## config.mk

```make
export PLATFORM = sky130hd
export DESIGN_NAME = typed_predicate_comparator_top
export DESIGN_NICKNAME = d
export VERILOG_FILES = /design/src/rtl/tpc_pkg.sv /design/src/rtl/tpc_ram.sv /design/src/rtl/typed_predicate_comparator_top.sv
export SDC_FILE = /design/constraint.sdc
export NUM_CORES = 2
export LEC_CHECK = 0
export ABC_AREA = 0
export BUFFER_PORTS_ARGS = -buffer_cell sky130_fd_sc_hd__buf_2
export CORE_ASPECT_RATIO = 1.75
export CORE_UTILIZATION = 63
export CTS_CLUSTER_DIAMETER = 30
export DETAILED_ROUTE_END_ITERATION = 16
export PLACE_DENSITY = 0.8
export SLEW_MARGIN = 10
export SYNTH_ARGS = -nofsm -noshare
export SYNTH_HDL_FRONTEND = slang
export SYNTH_SLANG_ARGS = --single-unit
export TNS_END_PERCENT = 5
```

## constraint.sdc

```tcl
create_clock -name clk -period 6.8 [get_ports clk]
set_input_delay 1.02 -clock clk [delete_from_list [all_inputs] [get_ports clk]]
set_output_delay 1.02 -clock clk [all_outputs]
set_load 0.01 [all_outputs]
```

## src/rtl/tpc_pkg.sv

```systemverilog
// Package for the typed predicate comparator: payload structs, type codes and order codes.
// Used by the top level of the block; depends on nothing.
`default_nettype none
package tpc_pkg;
  localparam int MaxKeyBytes = 256;
  localparam int KeyAddrW = $clog2(MaxKeyBytes);

  typedef enum logic [3:0] {
    VT_SHORT = 4'd0, VT_INT = 4'd1, VT_LONG = 4'd2, VT_LONGLONG = 4'd3,
    VT_FLOAT = 4'd4, VT_DOUBLE = 4'd5, VT_STRING = 4'd6, VT_VARSTRING = 4'd7,
    VT_PAGEID = 4'd8, VT_OID = 4'd9
  } value_type_t;

  typedef enum logic [1:0] {
    ORD_LESS = 2'd0, ORD_EQUAL = 2'd1, ORD_GREATER = 2'd2
  } order_t;

  localparam logic OP_WRITE = 1'b0;
  localparam logic OP_COMPARE = 1'b1;

  localparam logic [2:0] CFG_VALUE_TYPE = 3'd0;
  localparam logic [2:0] CFG_OP_MASK = 3'd1;
  localparam logic [2:0] CFG_REF_WORD = 3'd2;
  localparam logic [2:0] CFG_REF_LENGTH = 3'd3;
  localparam logic [2:0] CFG_FIXED_LENGTH = 3'd4;

  typedef struct packed {
    logic        operation;
    logic [7:0]  byte_index;
    logic [63:0] column_word;
    logic [8:0]  column_length;
    logic        last_element;
  } in_item_t;

  typedef struct packed {
    logic       match;
    logic [1:0] order;
  } out_item_t;

  function automatic order_t cmp_u(input logic [63:0] a, input logic [63:0] b);
    if (a > b) return ORD_GREATER;
    if (a < b) return ORD_LESS;
    return ORD_EQUAL;
  endfunction

  function automatic order_t cmp_s(input logic [63:0] a, input logic [63:0] b);
    return cmp_u({~a[63], a[62:0]}, {~b[63], b[62:0]});
  endfunction

  // Floats compare as sign-magnitude; a NaN or equal zeros give equal.
  function automatic order_t cmp_fp(input logic [63:0] a, input logic [63:0] b,
                                    input logic sa, input logic sb,
                                    input logic na, input logic nb,
                                    input logic za, input logic zb);
    order_t o;
    if (na || nb || (za && zb)) return ORD_EQUAL;
    if (sa != sb) return sa ? ORD_LESS : ORD_GREATER;
    o = cmp_u(a, b);
    if (sa && o == ORD_GREATER) return ORD_LESS;
    if (sa && o == ORD_LESS) return ORD_GREATER;
    return o;
  endfunction
endpackage
`default_nettype wire

```

## src/rtl/tpc_ram.sv

```systemverilog
// Generic single-port-write, single-read RAM with a registered read port.
// Standalone; used by the typed predicate comparator for the reference string.
`default_nettype none
module tpc_ram #(
  parameter int Width = 8,
  parameter int Depth = 256
) (
  input  wire logic                     clk,
  input  wire logic                     we,
  input  wire logic [$clog2(Depth)-1:0] waddr,
  input  wire logic [Width-1:0]         wdata,
  input  wire logic [$clog2(Depth)-1:0] raddr,
  output      logic [Width-1:0]         rdata
);
  logic [Width-1:0] mem [Depth];

  always_ff @(posedge clk) begin
    if (we) mem[waddr] <= wdata;
    rdata <= mem[raddr];
  end
endmodule
`default_nettype wire

```

## src/rtl/typed_predicate_comparator_top.sv

```systemverilog
// Top level of the typed predicate comparator: two-stage pipeline around the reference RAM.
// Depends on tpc_pkg and tpc_ram.
//
// Usage: configure the five registers through the cfg channel while idle, load the
// reference string with write items, then stream compare items on the in channel.
// Every item passes stage one (RAM read, numeric compare), then stage two (byte compare,
// string state update, result register), one item per cycle while the pipeline does
// not hold. Numeric compares produce a result on every item; string compares produce
// one on the item marked last. Write items produce none. The in channel stalls only
// when the result register is full and out_stall is high; the pipeline then holds. A
// write in stage two forwards its byte to a compare reading the same address in stage
// one. Reset clears the registers (op_mask resets to match on equal) and the string state;
// the reference RAM is not cleared and must be written first.
`default_nettype none
module typed_predicate_comparator_top
  import tpc_pkg::*;
(
  input  wire logic        clk,
  input  wire logic        rst,
  input  wire logic        in_valid,
  output      logic        in_stall,
  input  wire in_item_t    in_data,
  output      logic        out_valid,
  input  wire logic        out_stall,
  output      out_item_t   out_data,
  input  wire logic        cfg_valid,
  output      logic        cfg_ready,
  input  wire logic [2:0]  cfg_index,
  input  wire logic [63:0] cfg_data
);
  logic [3:0]  value_type;
  logic [2:0]  op_mask;
  logic [63:0] reference_word;
  logic [8:0]  reference_length;
  logic [8:0]  fixed_length;

  assign cfg_ready = 1'b1;
  always_ff @(posedge clk) begin
    if (rst) begin
      value_type <= 4'd0;
      op_mask <= 3'd2;
      reference_word <= 64'd0;
      reference_length <= 9'd0;
      fixed_length <= 9'd0;
    end else if (cfg_valid) begin
      case (cfg_index)
        CFG_VALUE_TYPE:   value_type <= cfg_data[3:0];
        CFG_OP_MASK:      op_mask <= cfg_data[2:0];
        CFG_REF_WORD:     reference_word <= cfg_data;
        CFG_REF_LENGTH:   reference_length <= cfg_data[8:0];
        CFG_FIXED_LENGTH: fixed_length <= cfg_data[8:0];
        default: ;
      endcase
    end
  end

  logic advance;
  logic accept;
  logic s1_valid;
  in_item_t s1;
  order_t s1_num;
  logic [7:0] ram_rdata;

  assign advance = !(out_valid && out_stall);
  assign in_stall = !advance;
  assign accept = in_valid && advance;

  logic ram_we;
  assign ram_we = s1_valid && advance && (s1.operation == OP_WRITE);

  // While the pipeline holds, the RAM keeps reading the address of the held item.
  logic [KeyAddrW-1:0] ram_raddr;
  assign ram_raddr = advance ? in_data.byte_index[KeyAddrW-1:0]
                             : s1.byte_index[KeyAddrW-1:0];

  tpc_ram #(.Width(8), .Depth(MaxKeyBytes)) u_ram (
    .clk   (clk),
    .we    (ram_we),
    .waddr (s1.byte_index[KeyAddrW-1:0]),
    .wdata (s1.column_word[7:0]),
    .raddr (ram_raddr),
    .rdata (ram_rdata)
  );

  order_t num_c;
  always_comb begin
    logic [63:0] c, r;
    c = in_data.column_word;
    r = reference_word;
    case (value_type)
      VT_SHORT: num_c = cmp_s({c[15:0], 48'd0}, {r[15:0], 48'd0});
      VT_INT, VT_LONG: num_c = cmp_s({c[31:0], 32'd0}, {r[31:0], 32'd0});
      VT_LONGLONG: num_c = cmp_s(c, r);
      VT_FLOAT: num_c = cmp_fp({33'd0, c[30:0]}, {33'd0, r[30:0]}, c[31], r[31],
                               (&c[30:23]) && (|c[22:0]), (&r[30:23]) && (|r[22:0]),
                               c[30:0] == 31'd0, r[30:0] == 31'd0);
      VT_DOUBLE: num_c = cmp_fp({1'b0, c[62:0]}, {1'b0, r[62:0]}, c[63], r[63],
                                (&c[62:52]) && (|c[51:0]), (&r[62:52]) && (|r[51:0]),
                                c[62:0] == 63'd0, r[62:0] == 63'd0);
      VT_PAGEID: num_c = cmp_s({c[47:32], c[31:0] ^ 32'h8000_0000, 16'd0},
                               {r[47:32], r[31:0] ^ 32'h8000_0000, 16'd0});
      VT_OID: num_c = cmp_s({c[63:48], c[47:16] ^ 32'h8000_0000, c[15:0] ^ 16'h8000},
                            {r[63:48], r[47:16] ^ 32'h8000_0000, r[15:0] ^ 16'h8000});
      default: num_c = ORD_EQUAL;
    endcase
  end

  logic fwd;
  logic [7:0] fwd_byte;
  always_ff @(posedge clk) begin
    if (rst) begin
      s1_valid <= 1'b0;
    end else if (advance) begin
      s1_valid <= accept;
    end
    if (advance) begin
      s1 <= in_data;
      s1_num <= num_c;
      fwd <= ram_we && (s1.byte_index == in_data.byte_index);
      fwd_byte <= s1.column_word[7:0];
    end
  end

  order_t running_order;
  logic order_decided;
  logic [7:0] rb;
  logic [8:0] limit;
  logic is_str;
  order_t str_o;
  order_t run_upd;
  logic dec_upd;

  assign rb = fwd ? fwd_byte : ram_rdata;
  assign is_str = (value_type == VT_STRING) || (value_type == VT_VARSTRING);
  assign limit = (value_type == VT_STRING) ? fixed_length :
                 ((s1.column_length < reference_length) ? s1.column_length
                                                        : reference_length);

  always_comb begin
    run_upd = running_order;
    dec_upd = order_decided;
    if (!order_decided && ({1'b0, s1.byte_index} < limit)) begin
      if (s1.column_word[7:0] > rb) begin
        run_upd = ORD_GREATER;
        dec_upd = 1'b1;
      end else if (s1.column_word[7:0] < rb) begin
        run_upd = ORD_LESS;
        dec_upd = 1'b1;
      end
    end
    str_o = run_upd;
    if (value_type == VT_VARSTRING) begin
      if (s1.column_length > reference_length) str_o = ORD_GREATER;
      else if (s1.column_length < reference_length) str_o = ORD_LESS;
    end
  end

  logic s1_cmp;
  order_t res_o;
  assign s1_cmp = s1_valid && (s1.operation == OP_COMPARE);
  assign res_o = is_str ? str_o : s1_num;

  always_ff @(posedge clk) begin
    if (rst) begin
      out_valid <= 1'b0;
      running_order <= ORD_EQUAL;
      order_decided <= 1'b0;
    end else if (advance) begin
      out_valid <= s1_cmp && (!is_str || s1.last_element);
      if (s1_cmp && is_str) begin
        if (s1.last_element) begin
          running_order <= ORD_EQUAL;
          order_decided <= 1'b0;
        end else begin
          running_order <= run_upd;
          order_decided <= dec_upd;
        end
      end
    end
  end

  always_ff @(posedge clk) begin
    if (advance) begin
      out_data.order <= res_o;
      out_data.match <= op_mask[res_o];
    end
  end
endmodule
`default_nettype wire
```

* Word level (Yosys, flattened, before mapping) *
Memories as Yosys holds them, arrays and structs flattened. A register that Yosys moved wholly into a read port is not among the register bits.
Cells that the tools add are included.

cells by class
  magnitude comparators = 20
  eq/ne operators = 18
  multiplexer cells = 144
  bitwise logic cells = 10
  reduce and logical (&&, ||, !) cells = 54

operators by type and width
  operator                                             count
  > comparator 64 bit                                  5
  less-than comparator 64 bit                          5
  zero test 63 bit                                     2
  two-way mux 2 bit                                    60
  OR reduction 52 bit                                  2
  two-way mux 1 bit                                    78
  > comparator 63 bit                                  1
  less-than comparator 63 bit                          1
  zero test 31 bit                                     2
  OR reduction 23 bit                                  2
  > comparator 31 bit                                  1
  less-than comparator 31 bit                          1
  AND reduction 11 bit                                 2
  logical AND 1 bit                                    19
  two-way mux 9 bit                                    2
  equality test 4 x 3 -> 1 bit, second input constant  4
  two-way mux 8 bit                                    2
  AND reduction 8 bit                                  2
  one-hot mux 2 bit (7 select lines)                   1
  AND reduction 2 bit                                  6
  NOT 1 bit                                            10
  > comparator 9 bit                                   1
  less-than comparator 8 x 9 -> 1 bit                  1
  less-than comparator 9 bit                           1
  other kinds (22)                                     35

storage, ports and cells
  register bits = 135
  RAM bits = 2048
  input port bits = 155
  output and inout port bits = 6
  word-level logic and storage cells = 266
  memories = 1

memory list
  memory     depth  width  rd ports  clocked after memory_dff  wr ports  line           source
  u_ram.mem  256    8      1         1                         1         tpc_ram.sv:15  logic [Width-1:0] mem [Depth];

* Logic depth before layout (Yosys ltp) *
  depth after elaboration = 35
  gate-level depth with buffers = 19
  depth with buffers taken out = 18

* Cells and area by module *
A second synthesis with hierarchy kept.

unflattened totals
  cells, all modules = 4715
  area total of the unflattened synthesis = 87757.9 um2

modules (own cells, without submodules)
  module                          instances  cells an instance  area each (um2)  sequential area each (um2)
  tpc_ram                         1          3733               79556.3          61659.1
  typed_predicate_comparator_top  1          982                8201.6           3113.0

* Worst setup path after synthesis *
No wires, ideal clock.

  path kind = reg-to-reg
  start point = register s1[12] (netlist bit)
  end point = register out_data[2] (netlist bit), data pin
  library setup time = 264 ps
  arrival time = 5059 ps
  required time = 6536 ps
  slack = 1477 ps
  cell stages (with the launch flop) = 10
  path buffers = 0
  clock period less this slack = 5323 ps
  cell sequence = edfxtp_1 > ha_1 > a21oi_1 > inv_1 > a21oi_1 > a21oi_1 > a311o_1 > a31oi_2 > mux2i_1 > o21ai_1

on the way
  cells in the longest elaborated chain, start to end = 10
  elaborated cells between the ends (all ways) = 11
  those cells by class = order compare: 2; mux: 9

ends and longest elaborated chain
  what                                         line                                   source
  start, declared                              typed_predicate_comparator_top.sv:60   in_item_t s1;
  start signal, assigned                       typed_predicate_comparator_top.sv:117  s1 <= in_data;
  less-than comparator 8 bit                   typed_predicate_comparator_top.sv:146  end else if (s1.column_word[7:0] < rb) begin
  two-way mux 2 bit                            typed_predicate_comparator_top.sv:146
  two-way mux 2 bit (*)                        typed_predicate_comparator_top.sv:143  if (s1.column_word[7:0] > rb) begin
  two-way mux 2 bit (*)                        typed_predicate_comparator_top.sv:142  if (!order_decided && ({1'b0, s1.byte_index} < limit)) begin
  two-way mux 2 bit                            typed_predicate_comparator_top.sv:154  else if (s1.column_length < reference_length) str_o = ORD_LESS;
  two-way mux 2 bit                            typed_predicate_comparator_top.sv:153  if (s1.column_length > reference_length) str_o = ORD_GREATER;
  two-way mux 2 bit (*)                        typed_predicate_comparator_top.sv:152  if (value_type == VT_VARSTRING) begin
  two-way mux 2 bit (*)                        typed_predicate_comparator_top.sv:161  assign res_o = is_str ? str_o : s1_num;
  binary-select mux 1 bit (select 2 bit) (*)   typed_predicate_comparator_top.sv:185  out_data.match <= op_mask[res_o];
  two-way mux 1 bit (implied by the code) (*)  typed_predicate_comparator_top.sv:185
  end, declared                                typed_predicate_comparator_top.sv:25   output out_item_t out_data,

Mark *: on every way between the ends. The rest lies on a longest branch, timed or not. The select of a mux whose other input is x is not followed.
A chain may end at the register's enable or synchronous reset.

* Worst setup path after layout *
  start point = register s1[4] (netlist bit)
  end point = register out_data[2] (netlist bit), data pin

on the way
  cells in the longest elaborated chain, start to end = 12
  elaborated cells between the ends (all ways) = 13
  those cells by class = order compare: 3; mux: 9; reduce/logical: 1

ends and longest elaborated chain
  what                                         line                                                                          source
  less-than comparator 9 bit                   typed_predicate_comparator_top.sv:136, typed_predicate_comparator_top.sv:154
  two-way mux 9 bit                            typed_predicate_comparator_top.sv:136                                         ((s1.column_length < reference_length) ? s1.column_length
  two-way mux 9 bit                            typed_predicate_comparator_top.sv:135                                         assign limit = (value_type == VT_STRING) ? fixed_length :
  less-than comparator 8 x 9 -> 1 bit          typed_predicate_comparator_top.sv:142
  logical AND 1 bit                            typed_predicate_comparator_top.sv:142
  two-way mux 2 bit                            typed_predicate_comparator_top.sv:142
  two-way mux 2 bit                            typed_predicate_comparator_top.sv:154
  two-way mux 2 bit                            typed_predicate_comparator_top.sv:153
  two-way mux 2 bit (*)                        typed_predicate_comparator_top.sv:152
  two-way mux 2 bit (*)                        typed_predicate_comparator_top.sv:161
  binary-select mux 1 bit (select 2 bit) (*)   typed_predicate_comparator_top.sv:185
  two-way mux 1 bit (implied by the code) (*)  typed_predicate_comparator_top.sv:185

Marked as above.

==> results.ini <==
[status]
outcome = complete, no violations

[synthesis]
synthTopCellsByArea = edfxtp_1 71%, nand2_1 5.6%, mux2i_1 3.6%
syn_avg_cell_area_sq_um = 14.4
ys_warn_count = 0
yosys.area.top_type = edfxtp_1
seq_area_frac_synth_pct = 73.3
synth_cells = 6121
synth_top_flop_cell = edfxtp_1
syn_area_sq_um = 88300
async_flop_share_pct = 0
ys_types = 78
synth_common_cells = 2,089 x edfxtp_1, 1,322 x nand2_1, 370 x nor2_1
synth_most_common_cell = edfxtp_1
netlist.area_leader.share_pct = 71.0
synth_fp_nets = 6367
synth-edff-count = 2089
synth_seq_cells = 2191

[cells_and_area]
area_delta_synth_final_pct = 10.9
layout-drive-gt1-share_pct = 12.0
final_nets = 6465

[global_routing]
grt_max_degree = 194
overflow = 0
grt_pass1_wl_um = 350000
grt_use_total_pct = 33.8
antenna_found_initial = 15
grt_pass1_vias = 55100

[clock_tree]
clkLatencyLatePin_ns = 0.88
path_clk_slew_ns = 0.06
cts_resized = 0
htreeDepth = 4
cts_hold_buf = 0
cts_tree = yes
root_buffer = clkbuf_16
clock_sinks = 2191
clockBufferDepth = 3
cts_setup_buffers = 0
cts_buffers = 208

[worst_setup_path]
worstPathRequired_ns = 7.39
endpoint_kind = flop
critPathLaunchType = flop
cp_data_arrival_time_ns = 5.77
criticalPathCategory = flop to flop
path_max_fanout = 13

[floorplan]
core-area_sq_um = 139000
io_pins = 161
die_w_um = 285
die_area_sq_um = 142000
rows = 181
die_h_um = 497
start_util_pct = 63.5

[power]
p_leak_uw = 0.0324
power_density_nw_per_um2 = 293
irDropWorstVdd_v = 0.000258

[min_path]
hold_class = input pin to flop

[sta]
skew_ns = 0.0265
grt_setup_unrepaired = no
hold_viol = 0
setup_viol_count_final = 0
hold_ws_ns = 0.337
post-route-period-util_pct = 76.1
final.setup.tns_ns = 0
fin_crit_ns = 5.17
slew-limit-headroom_pct = 16.1
drv_slew = 0
fmax_ghz = 0.193
finalWorstSetupSlack_ns = 1.63
tightest_slew_ns = 1.25

[placed_design]
portBuffers = 159
dp_hpwl_um = 146000
pre_cts_slack_ns = 1.45
routabilityCongestion = 1.03

[routing]
drt_iter0_markers = 7294
num_vias = 55600
drtAntennaViolNets = 0
wl_um = 241000
vias_per_cell = 6.76
drc = 0
routedWlPerCell_um = 29.3
dr.pass1.iters = 6

[job]
cap_violations = 0

## cell usage in the layout (no fill, tap or decap), drive strengths merged, types with 6 or more instances in the layout
cell,Yosys,layout
nor3,13,13
bufinv,0,21
nand4,157,157
o21ai,30,30
nand3,300,300
buf,140,264
a21o,14,14
and3,17,17
o211ai,8,8
mux2i,318,318
ha,91,91
a211oi,11,11
inv,86,124
nor4,32,32
xnor2,6,6
a32oi,224,224
a21oi,129,129
nand2,1322,1322
mux4,129,129
clkinvlp,0,16
a31oi,163,163
o22ai,45,45
dfxtp,102,102
diode,0,11
nor2b,12,12
nor2,371,371
edfxtp,2089,2089
clkinv,1,66
clkbuf,236,239
## state kept, by name, summed over array words and instances, names as in the netlist, 2 cells and up
| name | cells |
|---|---|
| fixed_length | 9 |
| fwd_byte | 8 |
| op_mask | 3 |
| out_data | 3 |
| reference_length | 9 |
| reference_word | 64 |
| running_order | 2 |
| s1 | 27 |
| s1_num | 2 |
| u_ram.mem | 2048 |
| u_ram.rdata | 8 |
| value_type | 4 |
## final cells by class
class,count,area (sq um)
fill,8468,41100
antenna,11,27.5
inverter,87,327
clock buffer,239,5450
timing repair buffer,264,1850
multi-input combinational,3467,21700
tap,1830,2290
sequential,2191,64800
clock inverter,140,1560
## per-stage QoR
step / cells / power (uW) / area [sq um] / utilization (%)
2_1_floorplan: 6121 / 16400 / 88300 / -
3_3_place_gp: 7839 / 17000 / 90900 / 65.4
3_5_place_dp: 7839 / 17100 / 90900 / 65.4
4_1_cts: 8218 / 28700 / 97900 / 70.4
5_1_grt: 8219 / 29300 / 98000 / 70.4
6_report: 8229 / 28700 / 98000 / 70.5
## cell families (layout without fill, tap and decap cells)
group                      count (synthesis)  count (layout)  synth area share, %
xor gates and xnor gates                  10              10               0.0991
adders and majority gates                 91              91                 1.29
muxes                                    450             450                 6.93
buffers and inverters                    463             730                 2.30
other                                      1              12              0.00424
and+or+nand+nor                         2256            2256                 10.8
DFF                                     2191            2191                 73.3
AOI/OAI and AO/OA                        659             659                 5.24
## metal layers
| layer | vias up | routed length, um | GRT usage, % |
|---|---|---|---|
| li1 | 23400 | - | - |
| met1 | 27100 | 75200 | 37.7 |
| met2 | 3982 | 118000 | 55.7 |
| met3 | 1065 | 24300 | 7.19 |
| met4 | 14 | 23800 | 27.8 |
| met5 | - | 104 | 0 |
## final timing paths
check                                     start         endpoint  slack (ns)  cells past startpoint
worst max register to register            s1[4]      out_data[2]        1.63                     17
worst min-delay path                in_data[82]           s1[82]        0.34                      1
worst min register to register  fixed_length[0]  fixed_length[0]        0.46                      2
worst max-delay path                      s1[4]      out_data[2]        1.63                     17
## power breakdown
group / leakage [uW] / switching (uW) / internal, uW
Combinational: 0.00931 / 1420 / 555
Sequential: 0.0197 / 48.4 / 14900
Clock: 0.00339 / 5220 / 6640
Total: 0.0324 / 6680 / 22000
## critical path, stage by stage, from the launching register on
cell       delay, ns
edfxtp_1        0.41
ha_1            0.32
a21oi_1         0.16
a211oi_1        0.10
a211oi_2        0.96
mux2i_1         0.28
nor2_1          0.06
a21oi_1         0.16
ha_1            0.26
nand3_1         0.15
nor2_1          0.05
a2111oi_0       0.52
o21ai_1         0.14
o32a_1          0.37
a311o_1         0.37
a31oi_2         0.27
mux2i_1         0.23
o21ai_1         0.08
(Power assumes the default switching activity.)
